## config.mk

```make
export PLATFORM = sky130hd
export DESIGN_NAME = bpa_ctrl
export DESIGN_NICKNAME = d
export VERILOG_FILES = /design/src/bpa_pkg.sv /design/src/bpa_ctrl.sv
export SDC_FILE = /design/constraint.sdc
export NUM_CORES = 1
export LEC_CHECK = 0
export BUFFER_PORTS_ARGS = -buffer_cell sky130_fd_sc_hd__clkbuf_2
export CAP_MARGIN = 40
export CORE_AREA = 3 3 40 42
export DETAILED_ROUTE_END_ITERATION = 10
export DIE_AREA = 0 0 43 45
export GPL_TIMING_DRIVEN = 1
export PLACE_DENSITY = 0.68
export RECOVER_POWER = 50
export SYNTH_ARGS = -nofsm -noshare
export SYNTH_HDL_FRONTEND = slang
export SYNTH_SLANG_ARGS = --single-unit
```

## constraint.sdc

```tcl
create_clock -name clk -period 4.74 [get_ports clk]
set_input_delay 0.711 -clock clk [delete_from_list [all_inputs] [get_ports clk]]
set_output_delay 0.711 -clock clk [all_outputs]
set_load 0.005 [all_outputs]
```

## src/bpa_pkg.sv

```systemverilog
// Package for the bitmap page allocator: field widths, operation codes,
// default parameters and the command/status structs between controller and datapath.
// No dependencies.
package bpa_pkg;

  localparam int MAX_FRAMES_DEF = 32768;
  localparam int PAGE_SHIFT_DEF = 12;

  localparam int ADDR_W  = 40;
  localparam int OP_W    = 2;
  localparam int COUNT_W = 16;
  localparam int CFG_W   = 16;

  localparam logic [CFG_W-1:0] CFG_RESET = 16'd32768;

  localparam logic [OP_W-1:0] OP_ALLOC     = 2'd0;
  localparam logic [OP_W-1:0] OP_MARK_USED = 2'd1;
  localparam logic [OP_W-1:0] OP_MARK_FREE = 2'd2;

  typedef struct packed {
    logic in_ready;
    logic clr_write;
    logic scan_start;
    logic scan_step;
    logic alloc_commit;
    logic mark_read;
    logic mark_commit;
    logic res_fail;
    logic out_load;
  } dp_cmd_t;

  typedef struct packed {
    logic            in_valid;
    logic            clr_last;
    logic [OP_W-1:0] op;
    logic            lim_zero;
    logic            in_range;
    logic            found;
    logic            scan_last;
    logic            out_free;
  } dp_sts_t;

endpackage

```

## src/bpa_ctrl.sv

```systemverilog
// Controller state machine of the bitmap page allocator.
// Sequences clearing, word scans, marks and result hand-off; depends on bpa_pkg.
module bpa_ctrl (
  input  logic             clk,
  input  logic             rst_n,
  input  bpa_pkg::dp_sts_t sts,
  output bpa_pkg::dp_cmd_t cmd
);

  typedef enum logic [5:0] {
    S_CLEAR = 6'b000001,
    S_IDLE  = 6'b000010,
    S_START = 6'b000100,
    S_SCAN  = 6'b001000,
    S_MARK  = 6'b010000,
    S_DONE  = 6'b100000
  } state_t;

  state_t state_r, state_nxt;

  always_ff @(posedge clk) begin
    if (!rst_n) begin
      state_r <= S_CLEAR;
    end else begin
      state_r <= state_nxt;
    end
  end

  always_comb begin
    state_nxt = state_r;
    cmd       = '0;
    case (state_r)
      S_CLEAR: begin
        cmd.clr_write = 1'b1;
        if (sts.clr_last) begin
          state_nxt = S_IDLE;
        end
      end
      S_IDLE: begin
        cmd.in_ready = 1'b1;
        if (sts.in_valid) begin
          state_nxt = S_START;
        end
      end
      S_START: begin
        case (sts.op)
          bpa_pkg::OP_ALLOC: begin
            if (sts.lim_zero) begin
              cmd.res_fail = 1'b1;
              state_nxt    = S_DONE;
            end else begin
              cmd.scan_start = 1'b1;
              state_nxt      = S_SCAN;
            end
          end
          bpa_pkg::OP_MARK_USED, bpa_pkg::OP_MARK_FREE: begin
            if (sts.in_range) begin
              cmd.mark_read = 1'b1;
              state_nxt     = S_MARK;
            end else begin
              cmd.res_fail = 1'b1;
              state_nxt    = S_DONE;
            end
          end
          default: begin
            cmd.res_fail = 1'b1;
            state_nxt    = S_DONE;
          end
        endcase
      end
      S_SCAN: begin
        if (sts.found) begin
          cmd.alloc_commit = 1'b1;
          state_nxt        = S_DONE;
        end else if (sts.scan_last) begin
          cmd.res_fail = 1'b1;
          state_nxt    = S_DONE;
        end else begin
          cmd.scan_step = 1'b1;
        end
      end
      S_MARK: begin
        cmd.mark_commit = 1'b1;
        state_nxt       = S_DONE;
      end
      S_DONE: begin
        if (sts.out_free) begin
          cmd.out_load = 1'b1;
          state_nxt    = S_IDLE;
        end
      end
      default: begin
        state_nxt = S_CLEAR;
      end
    endcase
  end

endmodule

```

==> flow_metrics.py, run 1 <==
metrics = {
    "synthesis": {
        "synth_edf_count": 0,
        "synth-async-reset-ratio": 0,
        "yosysTopAreaCellShare": 0.242,
        "synth-seq-cells": 6,
        "syn-mean-instance-area_um2": 8.14,
        "syn_area_um2": 497,
        "seq_area_frac_synth": 0.242,
        "yosysTopAreaCell": "dfxtp_1",
        "yosys_warnings": 0,
        "postSynthNetCount": 74,
        "ys_types": 32,
        "ys_top_cells_by_area": "dfxtp_1 24%, nor2_1 6.0%, inv_1 5.3%, ha_1 5.0%, nor4_4 4.3%",
        "synth_ff_type": "dfxtp_1",
        "synth_cells": 61,
    },
    "detailed_routing": {
        "ant_nets": 0,
        "detail_route.wl_per_cell_um": 12.3,
        "first_pass_iters": 4,
        "drc": 0,
        "wirelength_mm": 1.19,
        "viasPerCell": 5.35,
        "via_count": 519,
        "drt_iter0_drc": 6,
    },
    "die": {
        "die_h_um": 45,
        "coreArea_mm2": 0.00128,
        "die-area_mm2": 0.00194,
        "boundaryPins": 20,
        "rows": 13,
        "die_x_um": 43,
        "start_util": 0.387,
    },
    "global_routing": {
        "grt_pass1_vias": 494,
        "grt_pass1_wl_mm": 1.96,
        "overflow": 0,
        "grt_usage": 0.144,
        "grt_max_degree": 10,
        "antenna_found_initial": 0,
    },
    "cells_and_area": {
        "fin_cells": 97,
        "layout_common_cells": "19 x clkbuf_2, 8 x nor2_1, 7 x inv_1",
        "drive_gt1_frac": 0.280,
        "fin_nets": 97,
        "regMostFlops": "state_r",
        "final_common_cell": "clkbuf_2",
        "top_regs": "state_r (6)",
        "largest_reg_flops": 6,
        "area_growth_pct": 20.4,
        "n_antenna_cell": 0,
    },
    "setup_path": {
        "critPathCaptureType": "primary output",
        "rr_startpoint": "state_r[0]$_SDFFE_PN1P_",
        "cp_max_fo": 9,
        "crit_path_end": "cmd[5]",
        "cp_slowest_cell": "or4_1",
        "cp-start-kind": "flip-flop",
        "worstSetupStartpoint": "state_r[0]$_SDFFE_PN1P_",
        "cp.required_ns": 4.03,
        "worstSetupPathType": "flip-flop to primary output",
        "rr_endpoint": "state_r[5]$_SDFFE_PN0P_",
        "crit_chain": "or4_1, nor4_1, clkbuf_2",
        "critPathMaxStageDelay_ns": 0.63,
        "reg2reg_slack_ns": 2.94,
        "worstPathArrival_ns": 1.92,
        "reg2regPathDepth": 4,
    },
    "sta": {
        "slew_viol_final": 0,
        "slew_headroom": 0.683,
        "final.setup.worst_slack_ns": 2.11,
        "max_freq_mhz": 380,
        "hold_violations": 0,
        "worst_slew_pin_slew_ns": 0.471,
        "setup_viol": 0,
        "finClkSkew_ns": 0.00924,
        "grt_setup_unrepaired": "false",
        "period_needed_ns": 2.63,
        "min_period_over_period": 0.555,
        "tns_ns": 0,
    },
    "cts": {
        "path_clk_slew_ns": 0.04,
        "cts_tree": "done",
        "clockRootBuffer": "clkbuf_4",
        "clk_path_buf_depth": 2,
        "htreeDepth": 1,
        "cts_resized": 0,
        "postCtsSetupRepairBufs": 0,
        "postCtsHoldBufs": 0,
        "cts.sink_count": 6,
        "clk_latency_ns": 0.25,
        "cts_made_buffers": 3,
    },
    "power": {
        "p_seq_frac": 0.368,
        "p_total_uw": 216,
        "combPwrFrac": 0.407,
        "p_per_area_mw_per_mm2": 361,
        "p_sw_frac": 0.383,
        "internal_power_uw": 133,
        "p_clk_frac": 0.225,
        "peakVddDrop_v": 0.000136,
        "switchingPower_uw": 82.7,
        "leakage_nw": 0.295,
    },
    "placed_design": {
        "dp_hpwl_um": 972,
        "place_congestion": 0.730,
        "port_buffers": 19,
        "place_ws_ns": 2.25,
        "place_inst": 94,
    },
    "run": {
        "maxCapViolCount": 0,
    },
    "run_status": {
        "status": "finished, final reports clean",
    },
    "hold_path": {
        "hold_path_class": "flip-flop to flip-flop",
    },
}
[critical path, delay by kind of cell (launching register included)]
family,cells,cell delay (ns)
AND/OR/NAND/NOR,2,1.09
flip-flops,1,0.38
buffers and inverters,1,0.20
[routing by layer]
| metal | vias up | GRT usage | part of all wire |
|---|---|---|---|
| met4 | 0 | 0.145 | 0.045 |
| met5 | - | 0 | 0 |
| met3 | 5 | 0.0279 | 0.055 |
| met2 | 18 | 0.228 | 0.44 |
| met1 | 230 | 0.160 | 0.46 |
| li1 | 266 | - | - |
[final cells by class]
| cell class | count | area [um2] |
|---|---|---|
| Sequential cell | 6 | 120 |
| Clock buffer | 3 | 22.5 |
| Multi-Input combinational cell | 47 | 315 |
| Inverter | 7 | 26.3 |
| Timing Repair Buffer | 19 | 95.1 |
| Fill cell | 145 | 687 |
| Tap cell | 15 | 18.8 |
[power groups by stage]
stage	logic [mW]	clock network [mW]	registers, mW
2_1_floorplan	0.0837	0	0.0708
3_3_place_gp	0.0925	0	0.0805
3_5_place_dp	0.0944	0	0.0810
4_1_cts	0.0950	0.0494	0.0802
5_1_grt	0.0990	0.0527	0.0823
6_report	0.0880	0.0487	0.0795
[logic make-up after synthesis]
logic type,synth area share
DFF,0.242
buffers and inverters,0.0756
adders and majority gates,0.0730
and+or+nand+nor,0.388
xor gates and xnor gates,0.0353
AOI/OAI and AO/OA,0.186
[how the worst min path moves through the flow]
stage	to	slack, ns	depth (start not counted)	start
3_5_place_dp	state_r[0]$_SDFFE_PN1P_	0.61	2	state_r[1]$_SDFFE_PN0P_
2_1_floorplan	state_r[0]$_SDFFE_PN1P_	0.55	2	state_r[1]$_SDFFE_PN0P_
4_1_cts	state_r[0]$_SDFFE_PN1P_	0.62	2	state_r[1]$_SDFFE_PN0P_
3_3_place_gp	state_r[0]$_SDFFE_PN1P_	0.60	2	state_r[1]$_SDFFE_PN0P_
6_report	state_r[0]$_SDFFE_PN1P_	0.61	2	state_r[1]$_SDFFE_PN0P_
5_1_grt	state_r[0]$_SDFFE_PN1P_	0.66	2	state_r[1]$_SDFFE_PN0P_
[Yosys cell counts (2+ instances only)]
master,number
ha_1,2
nand2b_1,3
xor2_1,2
inv_1,7
dfxtp_1,6
nand2_1,5
nor4b_1,2
nor3_1,2
nor2_1,8
o21ai_0,2
[through the flow]
| step | hold WS [ns] | util | cell area [um2] |
|---|---|---|---|
| floorplan | 0.548 | - | 497 |
| global placement | 0.597 | 0.466 | 599 |
| detailed placement | 0.611 | 0.466 | 599 |
| CTS | 0.619 | 0.484 | 622 |
| global route | 0.656 | 0.465 | 598 |
| finish | 0.607 | 0.465 | 598 |
Power figures use the tool's default switching activity.
==> inputs of run 2 (changes only) <==
Settings changed: ABC_AREA from default to 1, PLACE_DENSITY 0.68 to 0.66.
Clock period 4.74 ns to 2.76 ns, I/O delays scaled along.
==> flow_metrics.py, run 2 <==
metrics = {
    "sta": {
        "min_period_over_period": 0.752,
        "period_needed_ns": 2.08,
        "slew_viol_final": 0,
        "finClkSkew_ns": 0.00689,
        "grt_setup_unrepaired": "false",
        "tns_ns": 0,
        "slew_headroom": 0.658,
        "setup_viol": 0,
        "hold_violations": 0,
        "max_freq_mhz": 482,
        "worst_slew_pin_slew_ns": 0.511,
    },
    "detailed_routing": {
        "drt_iter0_drc": 16,
        "wirelength_mm": 1.08,
        "drc": 0,
        "viasPerCell": 4.82,
        "via_count": 540,
        "detail_route.wl_per_cell_um": 9.60,
        "ant_nets": 0,
        "first_pass_iters": 4,
    },
    "cells_and_area": {
        "layout_common_cells": "18 x inv_1, 18 x clkbuf_2, 14 x nor2_1",
        "largest_reg_flops": 6,
        "drive_gt1_frac": 0.289,
        "area_growth_pct": 25.3,
        "fin_nets": 112,
        "fill_cells": 150,
        "top_regs": "state_r (6)",
        "fin_cells": 112,
        "design_area_um2": 588,
        "n_antenna_cell": 0,
        "regMostFlops": "state_r",
    },
    "synthesis": {
        "yosys_warnings": 0,
        "synth_common_cells": "18 x inv_1, 11 x nor2_1, 10 x nand2_1",
        "yosysMostFrequentCell": "inv_1",
        "yosysTopAreaCell": "dfxtp_1",
        "seq_area_frac_synth": 0.256,
        "ys_top_cells_by_area": "dfxtp_1 26%, inv_1 14%, nor2_1 8.8%, nand2_1 8.0%, nand4_1 6.7%",
        "postSynthNetCount": 88,
        "synth_edf_count": 0,
        "synth_ff_type": "dfxtp_1",
        "ys_types": 16,
        "synth-seq-cells": 6,
        "synth-async-reset-ratio": 0,
        "yosysTopAreaCellShare": 0.256,
        "syn-mean-instance-area_um2": 6.26,
        "synth_cells": 75,
        "syn_area_um2": 469,
    },
    "cts": {
        "cts_resized": 0,
        "cts.sink_count": 6,
        "clk_latency_ns": 0.24,
        "clockRootBuffer": "clkbuf_4",
        "postCtsSetupRepairBufs": 0,
        "htreeDepth": 1,
        "postCtsHoldBufs": 0,
        "cts_tree": "done",
        "path_clk_slew_ns": 0.05,
        "clk_path_buf_depth": 2,
        "cts_made_buffers": 3,
    },
    "global_routing": {
        "grt_usage": 0.122,
        "gr-max-usage-layer": "met2",
        "met1_usage": 0.152,
        "overflow": 0,
        "grt_util_met2": 0.225,
        "grt_pass1_vias": 502,
        "grt_pass1_wl_mm": 1.88,
        "grt_use_met3": 0,
        "antenna_found_initial": 0,
        "grt_max_degree": 8,
    },
    "setup_path": {
        "cp_max_fo": 7,
        "crit_chain": "nor2_1, nand2_2, nor2_1, inv_1, nor2_1, clkbuf_2",
        "worstPathArrival_ns": 1.66,
        "critPathMaxStageDelay_ns": 0.41,
        "cp-start-kind": "flip-flop",
        "worstSetupPathType": "flip-flop to primary output",
        "cp_slowest_cell": "nor2_1",
        "crit_family": "simple AND/OR/NAND/NOR gates",
        "worst-path-buf-inv": 2,
        "worst_path_most_repeated_cell": "nor2_1",
        "critPathCaptureType": "primary output",
        "cp.required_ns": 2.35,
    },
    "hold_path": {
        "hold_path_class": "primary input to flip-flop",
    },
    "power": {
        "p_per_area_mw_per_mm2": 464,
        "p_clk_frac": 0.289,
        "leakage_nw": 0.352,
        "p_seq_frac": 0.382,
        "peakVddDrop_v": 0.000139,
        "internal_power_uw": 179,
        "p_sw_frac": 0.343,
        "combPwrFrac": 0.329,
        "switchingPower_uw": 93.6,
    },
    "die": {
        "coreArea_mm2": 0.00128,
        "die_x_um": 43,
        "die_h_um": 45,
        "boundaryPins": 20,
        "rows": 13,
        "die-area_mm2": 0.00194,
        "start_util": 0.365,
    },
    "placed_design": {
        "port_buffers": 19,
        "place_inst": 109,
        "dp_hpwl_um": 932,
        "place_congestion": 0.752,
        "placed_area_um2": 583,
    },
    "run_status": {
        "status": "finished, final reports clean",
    },
    "run": {
        "maxCapViolCount": 0,
    },
}
-- run 2: changes by cell type in the layout (fill, tap and decap cells not counted), sizes merged, moves of 2 or more --
cell and change:
a21oi +4, inv +11, nand2 +8, nand2b -3, nand3 +7, nand4 +5
nor2 +8, nor3 -2, nor4b -2, xor2 -2
-- run 2: power by group through the flow --
stage               Combinational [mW]  Clock (mW)  Sequential, mW
floorplan                       0.0672           0           0.104
global placement                0.0926           0           0.105
detailed placement              0.0966           0           0.106
CTS                             0.0971      0.0806           0.104
global route                     0.107      0.0845           0.105
finish                          0.0898      0.0787           0.104
-- run 2: logic make-up (layout without fill, tap and decap cells) --
group | Yosys count | in the layout | share of synthesized area
AO/OA/AOI/OAI | 6 | 6 | 0.0720
AND/OR/NAND/NOR | 43 | 43 | 0.475
flip-flops | 6 | 6 | 0.256
adder cells (fa/ha/maj) | 2 | 2 | 0.0533
buffers and inverters | 18 | 40 | 0.144
-- run 2: layout make-up --
class	count	area, um2	share of cell area
Timing Repair Buffer	19	93.8	0.160
Clock buffer	3	22.5	0.0383
Tap cell	15	18.8	0.0319
Multi-Input combinational cell	51	265	0.451
Inverter	18	67.6	0.115
Sequential cell	6	120	0.204
-- run 2: final timing paths --
kind	slack [ns]	startpoint	endpoint	cells past startpoint
worst min-delay path	0.39	rst_n	state_r[0]$_SDFFE_PN1P_	2
worst max-delay path	0.68	state_r[5]$_SDFFE_PN0P_	cmd[6]	6
worst min register to register	0.62	state_r[4]$_SDFFE_PN0P_	state_r[5]$_SDFFE_PN0P_	3
worst max register to register	1.31	state_r[5]$_SDFFE_PN0P_	state_r[5]$_SDFFE_PN0P_	7
-- run 2: worst reg2reg max path: stages (launching register included) --
cell and delay (ns):
dfxtp_1 0.31, nor2_1 0.41, nand2_2 0.08, nor2_1 0.25, nand2_2 0.10, nand3_2 0.07
nand2_2 0.05, a21oi_1 0.11
-- run 2: stage by stage --
step	power [mW]	hold slack, ns	setup slack, ns	util
finish	0.273	0.388	0.685	0.458
global route	0.296	0.395	0.520	0.458
CTS	0.282	0.386	0.948	0.471
detailed placement	0.202	0.617	0.991	0.454
global placement	0.198	0.607	1.03	0.454
floorplan	0.171	0.498	1.27	-
-- run 2: layer usage --
metal / share of wire / wire length, um
met5: 0 / 0
met1: 0.45 / 488
met3: 0.087 / 94
met4: 0 / 0
met2: 0.46 / 492
==> inputs of run 3 (changes only) <==
Clock period 2.76 ns to 2.1 ns, I/O delays scaled along.
==> flow_metrics.py, run 3 (synthesis results as in run 2) <==
metrics = {
    "run_status": {
        "status": "finished, final reports clean",
    },
    "setup_path": {
        "cp.required_ns": 1.78,
        "rr_startpoint": "state_r[5]$_SDFFE_PN0P_",
        "reg2reg_slack_ns": 0.89,
        "reg2regPathDepth": 7,
        "critPathCaptureType": "primary output",
        "cp_max_fo": 7,
        "worstSetupPathType": "flip-flop to primary output",
        "worstPathArrival_ns": 1.40,
        "rr_endpoint": "state_r[5]$_SDFFE_PN0P_",
        "cp-start-kind": "flip-flop",
    },
    "global_routing": {
        "grt_pass1_wl_mm": 1.88,
        "overflow": 0,
        "grt_pass1_vias": 502,
        "grt_max_degree": 8,
        "grt_usage": 0.122,
        "antenna_found_initial": 0,
    },
    "cells_and_area": {
        "post-route-util": 0.465,
        "drive_gt1_frac": 0.309,
        "top_regs": "state_r (6)",
        "n_antenna_cell": 0,
        "regMostFlops": "state_r",
        "multiInputGateArea_um2": 275,
        "fill_cells": 150,
        "area_growth_pct": 27.5,
        "largest_reg_flops": 6,
        "fin_nets": 112,
        "regArea_um2": 120,
        "layout_common_cells": "18 x inv_1, 18 x clkbuf_2, 12 x nor2_1",
    },
    "detailed_routing": {
        "drc": 0,
        "detail_route.wl_per_cell_um": 9.50,
        "first_pass_iters": 4,
        "via_count": 528,
        "wirelength_mm": 1.06,
        "viasPerCell": 4.71,
        "ant_nets": 0,
        "drt_iter0_drc": 15,
    },
    "sta": {
        "hold_violations": 0,
        "final.setup.worst_slack_ns": 0.390,
        "slew_viol_final": 0,
        "setup_viol": 0,
        "period_needed_ns": 1.71,
        "grt_setup_unrepaired": "false",
        "slew_headroom": 0.791,
        "min_period_over_period": 0.814,
        "tns_ns": 0,
        "finClkSkew_ns": 0.00672,
        "worst_slew_pin_slew_ns": 0.312,
        "max_freq_mhz": 585,
    },
    "run": {
        "maxCapViolCount": 0,
    },
    "power": {
        "leakage_nw": 0.353,
        "internal_power_uw": 236,
        "combPwrFrac": 0.335,
        "p_total_uw": 363,
        "p_sw_frac": 0.350,
        "peakVddDrop_v": 0.000183,
        "p_seq_frac": 0.377,
        "p_per_area_mw_per_mm2": 607,
        "p_clk_frac": 0.288,
        "switchingPower_uw": 127,
    },
    "placed_design": {
        "place_ws_ns": 0.529,
        "place_congestion": 0.752,
        "port_buffers": 19,
        "dp_hpwl_um": 932,
    },
    "cts": {
        "clk_latency_ns": 0.24,
        "postCtsSetupRepairBufs": 0,
        "postCtsHoldBufs": 0,
        "cts_tree": "done",
        "clk_path_buf_depth": 2,
        "clockRootBuffer": "clkbuf_4",
        "cts_made_buffers": 3,
        "path_clk_slew_ns": 0.05,
        "cts_resized": 0,
        "htreeDepth": 1,
        "cts.sink_count": 6,
    },
    "die": {
        "die_h_um": 45,
        "start_util": 0.365,
        "boundaryPins": 20,
        "coreArea_mm2": 0.00128,
        "rows": 13,
        "die_x_um": 43,
        "die-area_mm2": 0.00194,
    },
    "hold_path": {
        "hold_path_class": "primary input to flip-flop",
        "min_from": "rst_n",
        "hold-path-cell-count": 2,
        "min_to": "state_r[0]$_SDFFE_PN1P_",
    },
}
-- run 3: worst max-delay path by stage --
stage | slack, ns | end | cells past startpoint | startpoint
after CTS | 0.39 | cmd[6] | 6 | state_r[5]$_SDFFE_PN0P_
after global placement | 0.57 | cmd[1] | 8 | sts[5]
final | 0.39 | cmd[6] | 6 | state_r[5]$_SDFFE_PN0P_
after floorplan | 0.81 | cmd[1] | 6 | sts[5]
after detailed placement | 0.53 | cmd[1] | 8 | sts[5]
after global routing | 0.27 | cmd[1] | 4 | state_r[5]$_SDFFE_PN0P_
-- run 3: layout make-up --
class	instances	share of cell area
clock buffer	3	0.0377
inverter	18	0.113
multi-input combinational	51	0.460
sequential	6	0.201
tap	15	0.0314
timing repair buffer	19	0.157
-- run 3: metal layers --
layer / track usage / vias up / routed length (um)
li1: - / 284 / -
met1: 0.152 / 219 / 478
met2: 0.225 / 23 / 476
met3: 0 / 2 / 92
met4: 0.0542 / 0 / 16
met5: 0 / - / 0
-- run 3: critical path, cell delays in order (launching register included) --
cell and delay [ns]:
dfxtp_1 0.31, nor2_2 0.28, nand2_2 0.11, nor2_4 0.13, inv_1 0.09, nor2_1 0.10, clkbuf_2 0.12
-- run 3: power by group through the flow --
stage	clock network [mW]	logic [mW]	registers (mW)
after floorplan	0	0.0883	0.137
after global placement	0	0.122	0.138
after detailed placement	0	0.127	0.139
after CTS	0.106	0.128	0.137
after global routing	0.111	0.143	0.138
final	0.105	0.121	0.137
-- run 3: metrics by stage --
stage                     hold WS (ns)  area, um2  std cells
after global placement           0.508        583        109
after global routing             0.296        598        112
after CTS                        0.287        606        112
final                            0.287        598        112
after detailed placement         0.531        583        109
after floorplan                  0.399        469         75
